`config.mk`:
```
export PLATFORM = sky130hd
export DESIGN_NAME = i2c_bus_clear_sequencer
export DESIGN_NICKNAME = d
export VERILOG_FILES = /design/src/design/i2cbc_pkg.sv /design/src/design/i2cbc_core.sv /design/src/design/i2c_bus_clear_sequencer.sv
export SDC_FILE = /design/constraint.sdc
export NUM_CORES = 1
export LEC_CHECK = 0
export BUFFER_PORTS_ARGS = -buffer_cell sky130_fd_sc_hd__buf_4
export CAP_MARGIN = 20
export CELL_PAD_IN_SITES_DETAIL_PLACEMENT = 1
export CELL_PAD_IN_SITES_GLOBAL_PLACEMENT = 1
export CORE_ASPECT_RATIO = 1.25
export CORE_UTILIZATION = 48
export DETAILED_ROUTE_END_ITERATION = 7
export PLACE_DENSITY = 0.89
export RECOVER_POWER = 25
export SYNTH_ARGS = -nofsm -noshare
export SYNTH_HDL_FRONTEND = slang
export SYNTH_SLANG_ARGS = --single-unit
```
`constraint.sdc`:
```
create_clock -name clk -period 6.15 [get_ports clk]
set_clock_uncertainty 0.15 [all_clocks]
set_input_delay 0.3075 -clock clk [delete_from_list [all_inputs] [get_ports clk]]
set_output_delay 0.3075 -clock clk [all_outputs]
set_load 0.03 [all_outputs]
```
`src/design/i2cbc_pkg.sv`:
```
`timescale 1ns / 1ps
// ----------------------------------------------------------------------------
// i2cbc_pkg
// Shared types and constants for the I2C bus-clear sequencer.
// ----------------------------------------------------------------------------
package i2cbc_pkg;

	// sequencer phases
	typedef enum logic [3:0] {
		PH_IDLE    = 4'd0,
		PH_SETTLE  = 4'd1,
		PH_LOW     = 4'd2,
		PH_HIGH    = 4'd3,
		PH_STRETCH = 4'd4,
		PH_START   = 4'd5,
		PH_STOP    = 4'd6
	} phase_t;

	// finish status codes
	localparam logic [1:0] ST_CLEARED   = 2'd0;
	localparam logic [1:0] ST_SCL_LOW   = 2'd1;
	localparam logic [1:0] ST_STRETCH   = 2'd2;
	localparam logic [1:0] ST_SDA_STUCK = 2'd3;

	// configuration register indexes
	localparam int unsigned CFG_IDX_BITS = 3;
	localparam logic [CFG_IDX_BITS-1:0] REG_SETTLE_TICKS   = 3'd0;
	localparam logic [CFG_IDX_BITS-1:0] REG_PULSE_TICKS    = 3'd1;
	localparam logic [CFG_IDX_BITS-1:0] REG_POLL_TICKS     = 3'd2;
	localparam logic [CFG_IDX_BITS-1:0] REG_MAX_PULSES     = 3'd3;
	localparam logic [CFG_IDX_BITS-1:0] REG_MAX_POLLS      = 3'd4;
	localparam int unsigned CFG_DATA_BITS = 24;

	// configuration reset values
	localparam logic [23:0] SETTLE_TICKS_RST = 24'd2500000;
	localparam logic [15:0] PULSE_TICKS_RST  = 16'd10;
	localparam logic [23:0] POLL_TICKS_RST   = 24'd100000;
	localparam logic [4:0]  MAX_PULSES_RST   = 5'd20;
	localparam logic [4:0]  MAX_POLLS_RST    = 5'd20;

	typedef struct packed {
		logic [23:0] settle_ticks;
		logic [15:0] pulse_ticks;
		logic [23:0] stretch_poll_ticks;
		logic [4:0]  max_pulses;
		logic [4:0]  max_stretch_polls;
	} cfg_t;

	typedef struct packed {
		logic op;
		logic scl_in;
		logic sda_in;
	} in_item_t;

	typedef struct packed {
		logic       scl_drive_low;
		logic       sda_drive_low;
		logic       busy_res;
		logic       done_res;
		logic [1:0] status;
	} out_item_t;

endpackage

```
`src/design/i2cbc_core.sv`:
```
`timescale 1ns / 1ps
// ----------------------------------------------------------------------------
// i2cbc_core
// Sequencer state and the per-tick step: one beat advances the state once.
// ----------------------------------------------------------------------------
module i2cbc_core import i2cbc_pkg::*; #(
	parameter int unsigned TIMER_BITS = 24
) (
	input  logic      clk,
	input  logic      arst_n,
	input  logic      step,
	input  in_item_t  item,
	input  cfg_t      cfg,
	output out_item_t result
);

	localparam logic [32:0] TIMER_MAX = (33'd1 << TIMER_BITS) - 33'd1;

	// saturate a load value to the timer range
	function automatic logic [TIMER_BITS-1:0] sat_load(input logic [32:0] v);
		logic [TIMER_BITS-1:0] r;
		if (v > TIMER_MAX) begin
			r = TIMER_MAX[TIMER_BITS-1:0];
		end else begin
			r = v[TIMER_BITS-1:0];
		end
		return r;
	endfunction

	// interval loads: value minus one, zero stays zero
	function automatic logic [TIMER_BITS-1:0] int_load(input logic [23:0] v);
		logic [32:0] m;
		m = (v == 24'd0) ? 33'd0 : (33'(v) - 33'd1);
		return sat_load(m);
	endfunction

	phase_t                phase_q,  phase_d;
	logic [TIMER_BITS-1:0] wait_q,   wait_d;
	logic [4:0]            pulses_q, pulses_d;
	logic [4:0]            polls_q,  polls_d;
	logic [1:0]            status_q, status_d;
	logic                  done_d;
	logic [4:0]            polls_cur;
	logic [TIMER_BITS-1:0] pulse_load;
	logic [TIMER_BITS-1:0] poll_load;
	logic [TIMER_BITS-1:0] settle_load;

	assign pulse_load  = int_load({8'd0, cfg.pulse_ticks});
	assign poll_load   = int_load(cfg.stretch_poll_ticks);
	assign settle_load = sat_load(33'(cfg.settle_ticks));
	assign polls_cur   = (phase_q == PH_HIGH) ? cfg.max_stretch_polls : polls_q;

	// next state for one tick
	always_comb begin
		phase_d  = phase_q;
		wait_d   = wait_q;
		pulses_d = pulses_q;
		polls_d  = polls_q;
		status_d = status_q;
		done_d   = 1'b0;
		if (phase_q == PH_IDLE) begin
			if (item.op) begin
				phase_d  = PH_SETTLE;
				wait_d   = settle_load;
				pulses_d = cfg.max_pulses;
				polls_d  = 5'd0;
			end
		end else if (wait_q != '0) begin
			wait_d = wait_q - TIMER_BITS'(1);
		end else begin
			case (phase_q)
				PH_SETTLE: begin
					if (!item.scl_in) begin
						phase_d  = PH_IDLE;
						wait_d   = '0;
						status_d = ST_SCL_LOW;
						done_d   = 1'b1;
					end else if (item.sda_in) begin
						phase_d = PH_START;
						wait_d  = pulse_load;
					end else if (pulses_q == 5'd0) begin
						phase_d  = PH_IDLE;
						wait_d   = '0;
						status_d = ST_SDA_STUCK;
						done_d   = 1'b1;
					end else begin
						pulses_d = pulses_q - 5'd1;
						phase_d  = PH_LOW;
						wait_d   = pulse_load;
					end
				end
				PH_LOW: begin
					phase_d = PH_HIGH;
					wait_d  = pulse_load;
				end
				PH_HIGH, PH_STRETCH: begin
					polls_d = polls_cur;
					if (item.scl_in) begin
						if (item.sda_in) begin
							phase_d = PH_START;
							wait_d  = pulse_load;
						end else if (pulses_q == 5'd0) begin
							phase_d  = PH_IDLE;
							wait_d   = '0;
							status_d = ST_SDA_STUCK;
							done_d   = 1'b1;
						end else begin
							pulses_d = pulses_q - 5'd1;
							phase_d  = PH_LOW;
							wait_d   = pulse_load;
						end
					end else if (polls_cur == 5'd0) begin
						phase_d  = PH_IDLE;
						wait_d   = '0;
						status_d = ST_STRETCH;
						done_d   = 1'b1;
					end else begin
						polls_d = polls_cur - 5'd1;
						phase_d = PH_STRETCH;
						wait_d  = poll_load;
					end
				end
				PH_START: begin
					phase_d = PH_STOP;
					wait_d  = pulse_load;
				end
				default: begin
					phase_d  = PH_IDLE;
					wait_d   = '0;
					status_d = ST_CLEARED;
					done_d   = 1'b1;
				end
			endcase
		end
	end

	// state registers
	always_ff @(posedge clk or negedge arst_n) begin
		if (!arst_n) begin
			phase_q  <= PH_IDLE;
			wait_q   <= '0;
			pulses_q <= 5'd0;
			polls_q  <= 5'd0;
			status_q <= ST_CLEARED;
		end else if (step) begin
			phase_q  <= phase_d;
			wait_q   <= wait_d;
			pulses_q <= pulses_d;
			polls_q  <= polls_d;
			status_q <= status_d;
		end
	end

	// result of this tick, taken from the next state
	always_comb begin
		result.scl_drive_low = (phase_d == PH_LOW);
		result.sda_drive_low = (phase_d == PH_START);
		result.busy_res      = (phase_d != PH_IDLE);
		result.done_res      = done_d;
		result.status        = status_d;
	end

endmodule

```
`src/design/i2c_bus_clear_sequencer.sv`:
```
`timescale 1ns / 1ps
// ----------------------------------------------------------------------------
// i2c_bus_clear_sequencer
// I2C bus recovery: settle, SCL pulses while SDA is stuck, then start/stop.
// ----------------------------------------------------------------------------
// Usage:
//   Input channel (in_valid/in_stall/in_data): one beat per timing tick, op=1
//   starts the recovery, op=0 is a plain tick; scl_in/sda_in are the sampled
//   bus levels for that tick.
//   Output channel (out_valid/out_stall/out_data): exactly one result beat per
//   input beat, in order, with the line drives, busy, done and status.
//   Configuration: cfg_we writes cfg_data into register cfg_index (settle,
//   pulse, poll interval, max pulses, max polls); write only while idle.
// Timing:
//   One beat per clock sustained while out_stall is low. A beat passes the
//   input register, then the sequencer step, then the result register.
//   When out_stall holds a result, the input register still takes one more
//   beat; after that in_stall rises until the result register drains.
// Reset:
//   arst_n clears both pipeline stages, returns the sequencer to idle with
//   status 0 and loads the configuration reset values.
// ----------------------------------------------------------------------------
module i2c_bus_clear_sequencer import i2cbc_pkg::*; #(
	parameter int unsigned TIMER_BITS = 24
) (
	input  logic                     clk,
	input  logic                     arst_n,
	input  logic                     in_valid,
	output logic                     in_stall,
	input  in_item_t                 in_data,
	output logic                     out_valid,
	input  logic                     out_stall,
	output out_item_t                out_data,
	input  logic                     cfg_we,
	input  logic [CFG_IDX_BITS-1:0]  cfg_index,
	input  logic [CFG_DATA_BITS-1:0] cfg_data
);

	cfg_t      cfg_q;
	logic      valid_s1;
	in_item_t  item_s1;
	logic      valid_s2;
	out_item_t res_s2;
	out_item_t res_comb;
	logic      advance;
	logic      take_in;

	// configuration registers
	always_ff @(posedge clk or negedge arst_n) begin
		if (!arst_n) begin
			cfg_q.settle_ticks       <= SETTLE_TICKS_RST;
			cfg_q.pulse_ticks        <= PULSE_TICKS_RST;
			cfg_q.stretch_poll_ticks <= POLL_TICKS_RST;
			cfg_q.max_pulses         <= MAX_PULSES_RST;
			cfg_q.max_stretch_polls  <= MAX_POLLS_RST;
		end else if (cfg_we) begin
			case (cfg_index)
				REG_SETTLE_TICKS: cfg_q.settle_ticks       <= cfg_data;
				REG_PULSE_TICKS:  cfg_q.pulse_ticks        <= cfg_data[15:0];
				REG_POLL_TICKS:   cfg_q.stretch_poll_ticks <= cfg_data;
				REG_MAX_PULSES:   cfg_q.max_pulses         <= cfg_data[4:0];
				REG_MAX_POLLS:    cfg_q.max_stretch_polls  <= cfg_data[4:0];
				default: ;
			endcase
		end
	end

	// handshake: step when the result register is free or draining
	assign advance  = valid_s1 && (!valid_s2 || !out_stall);
	assign in_stall = valid_s1 && !advance;
	assign take_in  = in_valid && !in_stall;

	// input stage control
	always_ff @(posedge clk or negedge arst_n) begin
		if (!arst_n) begin
			valid_s1 <= 1'b0;
		end else if (take_in) begin
			valid_s1 <= 1'b1;
		end else if (advance) begin
			valid_s1 <= 1'b0;
		end
	end

	// input stage payload
	always_ff @(posedge clk) begin
		if (take_in) begin
			item_s1 <= in_data;
		end
	end

	i2cbc_core #(
		.TIMER_BITS(TIMER_BITS)
	) u_core (
		.clk    (clk),
		.arst_n (arst_n),
		.step   (advance),
		.item   (item_s1),
		.cfg    (cfg_q),
		.result (res_comb)
	);

	// result stage control
	always_ff @(posedge clk or negedge arst_n) begin
		if (!arst_n) begin
			valid_s2 <= 1'b0;
		end else if (advance) begin
			valid_s2 <= 1'b1;
		end else if (!out_stall) begin
			valid_s2 <= 1'b0;
		end
	end

	// result stage payload
	always_ff @(posedge clk) begin
		if (advance) begin
			res_s2 <= res_comb;
		end
	end

	assign out_valid = valid_s2;
	assign out_data  = res_s2;

endmodule

```
==> results of run 1 <==
==> power breakdown <==
group / switching (mW) / internal, mW / total (mW) / leakage (nW)
clock network: 0.404 / 0.666 / 1.07 / 0.298
registers: 0.214 / 1.00 / 1.22 / 1.44
logic: 0.288 / 0.248 / 0.536 / 1.60
==> worst reg2reg max path: cells and delay by family (launching register included) <==
kind,cells,cell delay [ns]
compound gates,3,0.80
flops,1,0.66
mux,1,0.31
fa+ha+maj,1,0.32
simple gates,2,1.77
==> how the worst max path moves through the flow <==
stage / start / endpoint / slack (ns) / cells past startpoint
after floorplan: u_core.wait_q[5] / u_core.wait_q[11] / 2.78 / 7
after global placement: u_core.phase_q[2] / u_core.wait_q[4] / 2.34 / 7
after detailed placement: u_core.phase_q[2] / u_core.wait_q[4] / 2.18 / 7
after CTS: u_core.phase_q[2] / u_core.wait_q[4] / 2.14 / 7
after global routing: u_core.phase_q[0] / u_core.wait_q[4] / 1.91 / 7
final: u_core.phase_q[2] / u_core.wait_q[4] / 2.08 / 7
==> layout by cell type (no fill, tap or decap), drive strengths merged, types with 5 or more instances in the layout <==
cell type / count
a211oi: 8
a21oi: 38
a221oi: 6
a31oi: 11
and2: 5
buf: 45
clkbuf: 30
dfrtp: 96
dfstp: 20
dlygate4sd3: 25
edfxtp: 9
ha: 6
inv: 20
mux2: 73
mux2i: 9
nand2: 55
nand2b: 10
nand3: 15
nand4: 13
nand4b: 6
nor2: 64
nor2b: 5
nor3: 41
nor3b: 8
nor4: 20
o211ai: 5
o21ai: 51
o31ai: 10
or2: 7
or3: 10
or4: 16
xnor2: 24
xor2: 17
==> sequential cells by signal (all words and copies together), names as in the netlist <==
name,count
u_core.phase_q,4
u_core.status_q,2
valid_s1,1
u_core.wait_q,24
cfg_q,74
out_valid,1
out_data,6
item_s1,3
u_core.pulses_q,5
u_core.polls_q,5
==> metal layers <==
layer / track usage / part of all wire / vias up
met2: 0.615 / 0.52 / 394
met1: 0.383 / 0.37 / 3596
met5: 0 / 0 / -
li1: - / - / 3066
met4: 0.202 / 0.054 / 0
met3: 0.0664 / 0.061 / 131
==> through the flow <==
stage | hold WS [ns] | worst slack (ns) | utilization | area, sq um | instances
floorplan | -0.138 | 2.78 | - | 7560 | 783
global placement | 0.188 | 2.34 | 0.530 | 8060 | 1002
detailed placement | 0.190 | 2.18 | 0.530 | 8060 | 1002
CTS | 0.00142 | 2.14 | 0.587 | 8920 | 1059
global route | 0.0173 | 1.91 | 0.585 | 8890 | 1061
finish | 0.000163 | 2.08 | 0.585 | 8890 | 1061
==> area by class of cell <==
cell class,instances,share of cell area
Clock buffer,21,0.0519
Sequential cell,125,0.360
Multi-Input combinational cell,600,0.463
Tap cell,208,0.0293
Inverter,17,0.00717
Timing Repair Buffer,79,0.0720
Clock inverter,11,0.0174
==> kinds of logic (layout without fill, tap and decap cells) <==
family / Yosys count / count (layout) / synth area share
AOI/OAI and AO/OA: 174 / 174 / 0.150
muxes: 82 / 82 / 0.121
and+or+nand+nor: 297 / 297 / 0.215
DFF: 125 / 125 / 0.423
xor gates and xnor gates: 41 / 41 / 0.0475
adders and majority gates: 6 / 6 / 0.00993
buffers and inverters: 58 / 128 / 0.0338
==> timing repair <==
action / 4_1_cts / 5_1_grt
hold endpoints to repair: 84 / 0
hold buffers: 25 / 0
resized for setup: 0 / 0
==> reports/results.txt, run 1 <==
Seq/Total Area, Yosys - 0.423
Slew Viols, Final - 42
ranking of synthesized cells by area - dfrtp_1, mux2_2, dfstp_2
unrepaired setup endpoints after global routing - no
Die Y - 142 um
Top Ports - 43
CTS Root Buffer Type - clkbuf_16
total CTS buffers - 17
Final Hold Viols - 0
Slowest-stage cell, CP - nor4bb_1
CP delay by family, top - simple AND/OR/NAND/NOR gates
CP arrival - 4.29 ns
FF-to-FF Start - u_core.phase_q[2]
initial antenna violation count - 0
Hold Path End - cfg_q[35]
detailed placer's ending HPWL - 17400 um
cells on worst reg2reg path - 7
Horiz. Die Dim - 114 um
Synth Instances - 783
syn nets - 824
layout cells sized above 1 - 0.232
WL/cell - 25.4 um
Rel. slew slack - -0.694
R2R setup slack - 2.08 ns
final cycle utilization of the critical path - 0.662
Initial DRC Count - 750
drt via density - 6.77
Critical R2R Capture - u_core.wait_q[4]
CP Launch Type - register
Hold Path Origin - cfg_data[1]
CP Class - reg2reg
Rows - 50
power consumption - 2.82 mW
max-cap viol count - 1
postcts setup bufs - 0
# fillers - 1689
later-pin clock latency in the skew report - 0.43 ns
TritonCTS clock tree - built
Worst VDD drop - 0.276 mV
most instantiated cells after synthesis - dfrtp_1, mux2_2, nor2_1
Min-Delay Path Class - in2reg
worst-path maximum fanout - 28
P_leak - 3.34 nW
antenna cell count - 0
final worst path period need - 4.07 ns
total global routing overflow - 0
Reg clk slew, reported paths - 0.06 ns
Multi-input gate area - 4120 sq um
area of the mapped netlist - 7560 sq um
async set-or-reset flop fraction in the synthesized netlist - 0.928
vias in the first global route - 7709
CP Capture Type - register
area of the die - 16300 sq um
Max Fclk - 0.245 GHz
final setup fails - 0
failing checks - max-capacitance violations, max-slew violations
Yosys warnings - 0
final RePlAce weighted congestion - 0.918
ANT nets after route - 0
P&R area growth vs syn - 17.7%
CTS Buffer Depth - 2
clock sinks - 125
total core area - 15200 sq um
initial core utilization - 0.497
Synth area leader - dfrtp_1
status - complete, but fails checks
slowest stage delay, CP - 1.04 ns
Total Neg Setup Slack - 0 ns
Avg Cell Area, Syn - 9.65 sq um
Total GRT Usage - 0.346
crit path buf inv count - 0
Yosys cell types - 76
most common cell in the netlist - dfrtp_1
I/O Buffers - 42
FF+latch count, synth - 125
Sequential Area - 3200 sq um
nets - 881
H-tree levels - 4
DRC violations left - 0
global-route wire length before repair - 42500 um
drt first pass iters - 5
Worst Max-Slew Pin Slew - 2.54 ns
via count - 7187
largest net degree at the start of global routing - 77
final wirelength - 26900 um
pwr/cell area - 317 nW/um^2
required time worst endpoint - 6.37 ns
Post-synth EDFFs - 9
share of the synthesized area in the top cell type - 0.318
hold path depth - 3
Synth Flop Type - dfrtp_1
worst-path cell chain - nor4bb_1, mux2i_1, ha_1, a211o_1, or4_2, o21ai_0, o22a_1
Power figures use the tool's default switching activity.
==> run 2, diff against run 1 <==
--- a/config.mk
+++ b/config.mk
@@ -10,9 +10,9 @@
 export CELL_PAD_IN_SITES_DETAIL_PLACEMENT = 1
 export CELL_PAD_IN_SITES_GLOBAL_PLACEMENT = 1
 export CORE_ASPECT_RATIO = 1.25
-export CORE_UTILIZATION = 48
+export CORE_UTILIZATION = 44
 export DETAILED_ROUTE_END_ITERATION = 7
-export PLACE_DENSITY = 0.89
+export PLACE_DENSITY = 0.86
 export RECOVER_POWER = 25
 export SYNTH_ARGS = -nofsm -noshare
 export SYNTH_HDL_FRONTEND = slang
==> constraint.sdc (replaced) <==
create_clock -name clk -period 3.6 [get_ports clk]
set_clock_uncertainty 0.15 [all_clocks]
set_input_delay 0.18 -clock clk [delete_from_list [all_inputs] [get_ports clk]]
set_output_delay 0.18 -clock clk [all_outputs]
set_load 0.03 [all_outputs]
==> run 2 against run 1 <==
Effect of this change:
- the run still ends with max-capacitance violations, max-slew violations left
- sequential share of layout area shrank 1.1 points
- total power is 68% higher
- clock power grew 64%
- global-route usage is 5.2 points lower
- sequential power grew 68%
- die area grew 8.9%
- cell area increased by 3.2%
- critical path depth shrank 1
- largest cell class unchanged
- highest routed layer unchanged
==> reports/results.txt, run 2 (synthesis results as in run 1) <==
status - complete, but fails checks
failing checks - max-capacitance violations, max-slew violations
Max Fclk - 0.281 GHz (+15%)
Horiz. Die Dim - 119 um (+4.4%)
CTS Buffer Depth - 2 (unchanged)
WL/cell - 23.2 um (-8.6%)
pwr/cell area - 516 nW/um^2 (+63%)
CP Capture Type - register
CP Launch Type - register
ANT nets after route - 0 (unchanged)
total global routing overflow - 0 (unchanged)
global-route wire length before repair - 40300 um (-5.1%)
I/O Buffers - 42 (unchanged)
Critical R2R Capture - u_core.wait_q[11]
detailed placer's ending HPWL - 16800 um (-3.7%)
Sequential Area - 3200 sq um (unchanged)
worst-path maximum fanout - 6 (-79%)
Reg clk slew, reported paths - 0.06 ns (about the same)
postcts setup bufs - 0 (unchanged)
commonest non-fill, non-tap cell in the layout - dfrtp_1
final RePlAce weighted congestion - 0.900 (-1.9%)
P_leak - 3.51 nW (+5.0%)
layout cells sized above 1 - 0.259 (+0.0270)
Total GRT Usage - 0.294 (-0.0518)
R2R setup slack - 0.04 ns (-2.03 ns)
antenna cell count - 0 (unchanged)
Die Y - 149 um (+4.4%)
CTS resizes - 0 (unchanged)
Setup crit start - u_core.wait_q[5]
largest net degree at the start of global routing - 65 (-16%)
via count - 6990 (-2.7%)
CP arrival - 3.78 ns (-0.51 ns)
crit path to - u_core.wait_q[11]
H-tree levels - 4 (unchanged)
DRC violations left - 0 (unchanged)
Worst VDD drop - 0.359 mV (+30%)
# fillers - 1914 (+13%)
final wirelength - 25500 um (-5.2%)
cells on worst reg2reg path - 6 (-1)
Top Ports - 43 (unchanged)
final worst path period need - 3.56 ns (-0.516 ns)
Rel. slew slack - -0.137 (+0.557)
total core area - 16800 sq um (+11%)
vias in the first global route - 7437 (-3.5%)
final cycle utilization of the critical path - 0.988 (+0.326)
FF-to-FF Start - u_core.wait_q[5]
Min Hold Slack - 0.00211 ns (+0.00195 ns)
clock sinks - 125 (unchanged)
drt first pass iters - 5 (unchanged)
nets - 908 (+3.1%)
most frequent cells in the layout - dfrtp_1, mux2_2, buf_4
initial core utilization - 0.449 (-0.0484)
max reg flops - 74 (unchanged)
CP Class - reg2reg
later-pin clock latency in the skew report - 0.44 ns (about the same)
Min-Delay Path Class - in2reg
Reg with most FFs - cfg_q
TritonCTS clock tree - built
CTS Root Buffer Type - clkbuf_16
Multi-input gate area - 4150 sq um (+0.79%)
total CTS buffers - 17 (unchanged)
max-cap viol count - 1 (unchanged)
Slew Viols, Final - 64 (+52%)
Initial DRC Count - 469 (-37%)
Total Neg Setup Slack - 0 ns (unchanged)
area of the die - 17700 sq um (+8.9%)
Final Hold Viols - 0 (unchanged)
drt via density - 6.35 (-6.2%)
P&R area growth vs syn - 21.4%
Rows - 53 (+6.0%)
Worst Max-Slew Pin Slew - 1.71 ns (-0.836 ns)
required time worst endpoint - 3.82 ns (-2.55 ns)
initial antenna violation count - 0 (unchanged)
final setup fails - 0 (unchanged)
## run 2: cell types whose count changed in the layout (fill, tap and decap cells not counted), moves of 2 or more
| cell | delta |
|---|---|
| buf_4 | +21 |
| dlygate4sd3_1 | +8 |
| clkbuf_1 | -7 |
| buf_12 | +2 |
| clkbuf_4 | -2 |
| clkinv_2 | +2 |
| nor4bb_1 | -2 |
| nor4bb_4 | +2 |
## run 2: per-layer routing
layer | vias up | part of all wire | GRT usage
met5 | - | 0 | 0
met4 | 0 | 0.044 | 0.151
met3 | 86 | 0.047 | 0.0491
met2 | 266 | 0.51 | 0.518
met1 | 3525 | 0.40 | 0.344
li1 | 3113 | - | -
## run 2: cell type report
| cell class | count | share of cell area |
|---|---|---|
| Inverter | 17 | 0.00695 |
| Timing Repair Buffer | 106 | 0.0986 |
| Clock inverter | 15 | 0.0176 |
| Tap cell | 220 | 0.0300 |
| Sequential cell | 125 | 0.349 |
| Clock buffer | 17 | 0.0464 |
| Multi-Input combinational cell | 600 | 0.452 |
## run 2: per-stage QoR
step / instances / power, mW / setup slack [ns] / instance area, sq um / util
finish: 1100 / 4.74 / 0.0421 / 9180 / 0.545
global route: 1100 / 4.91 / -0.0123 / 9180 / 0.545
detailed placement: 1034 / 2.90 / 0.110 / 8250 / 0.490
global placement: 1034 / 2.84 / 0.180 / 8250 / 0.490
CTS: 1097 / 4.69 / 0.0852 / 9150 / 0.543
floorplan: 783 / 2.53 / 0.232 / 7560 / -
## run 2: how the worst min path moves through the flow
stage | startpoint | end | slack (ns) | cells past startpoint
2_1_floorplan | arst_n | cfg_q[0] | -0.27 | 0
3_3_place_gp | arst_n | u_core.status_q[0] | 0.19 | 1
3_5_place_dp | arst_n | u_core.status_q[0] | 0.19 | 1
4_1_cts | cfg_index[1] | cfg_q[35] | 0.01 | 4
5_1_grt | cfg_index[2] | cfg_q[34] | 0.04 | 3
6_report | cfg_index[2] | cfg_q[34] | 0.002 | 3
## run 2: what timing repair did
| action | CTS | global route |
|---|---|---|
| hold endpoints to repair | 132 | 1 |
| endpoints found under the setup margin | 0 | 0 |
| hold buffers | 31 | 2 |
## run 2: critical path, cell delays in order, from the launching register on
cell and delay, ns:
dfrtp_1 0.43, or4_4 0.58, or4_1 0.54, or4_4 0.61
or4_4 0.61, or4_1 0.45, nand4_1 0.11
## run 2: power by group
part           leakage [nW]  switching [mW]  internal [mW]
Clock                 0.291           0.724           1.03
Sequential             1.44           0.342           1.71
Combinational          1.78           0.480          0.450
Total                  3.51            1.55           3.19
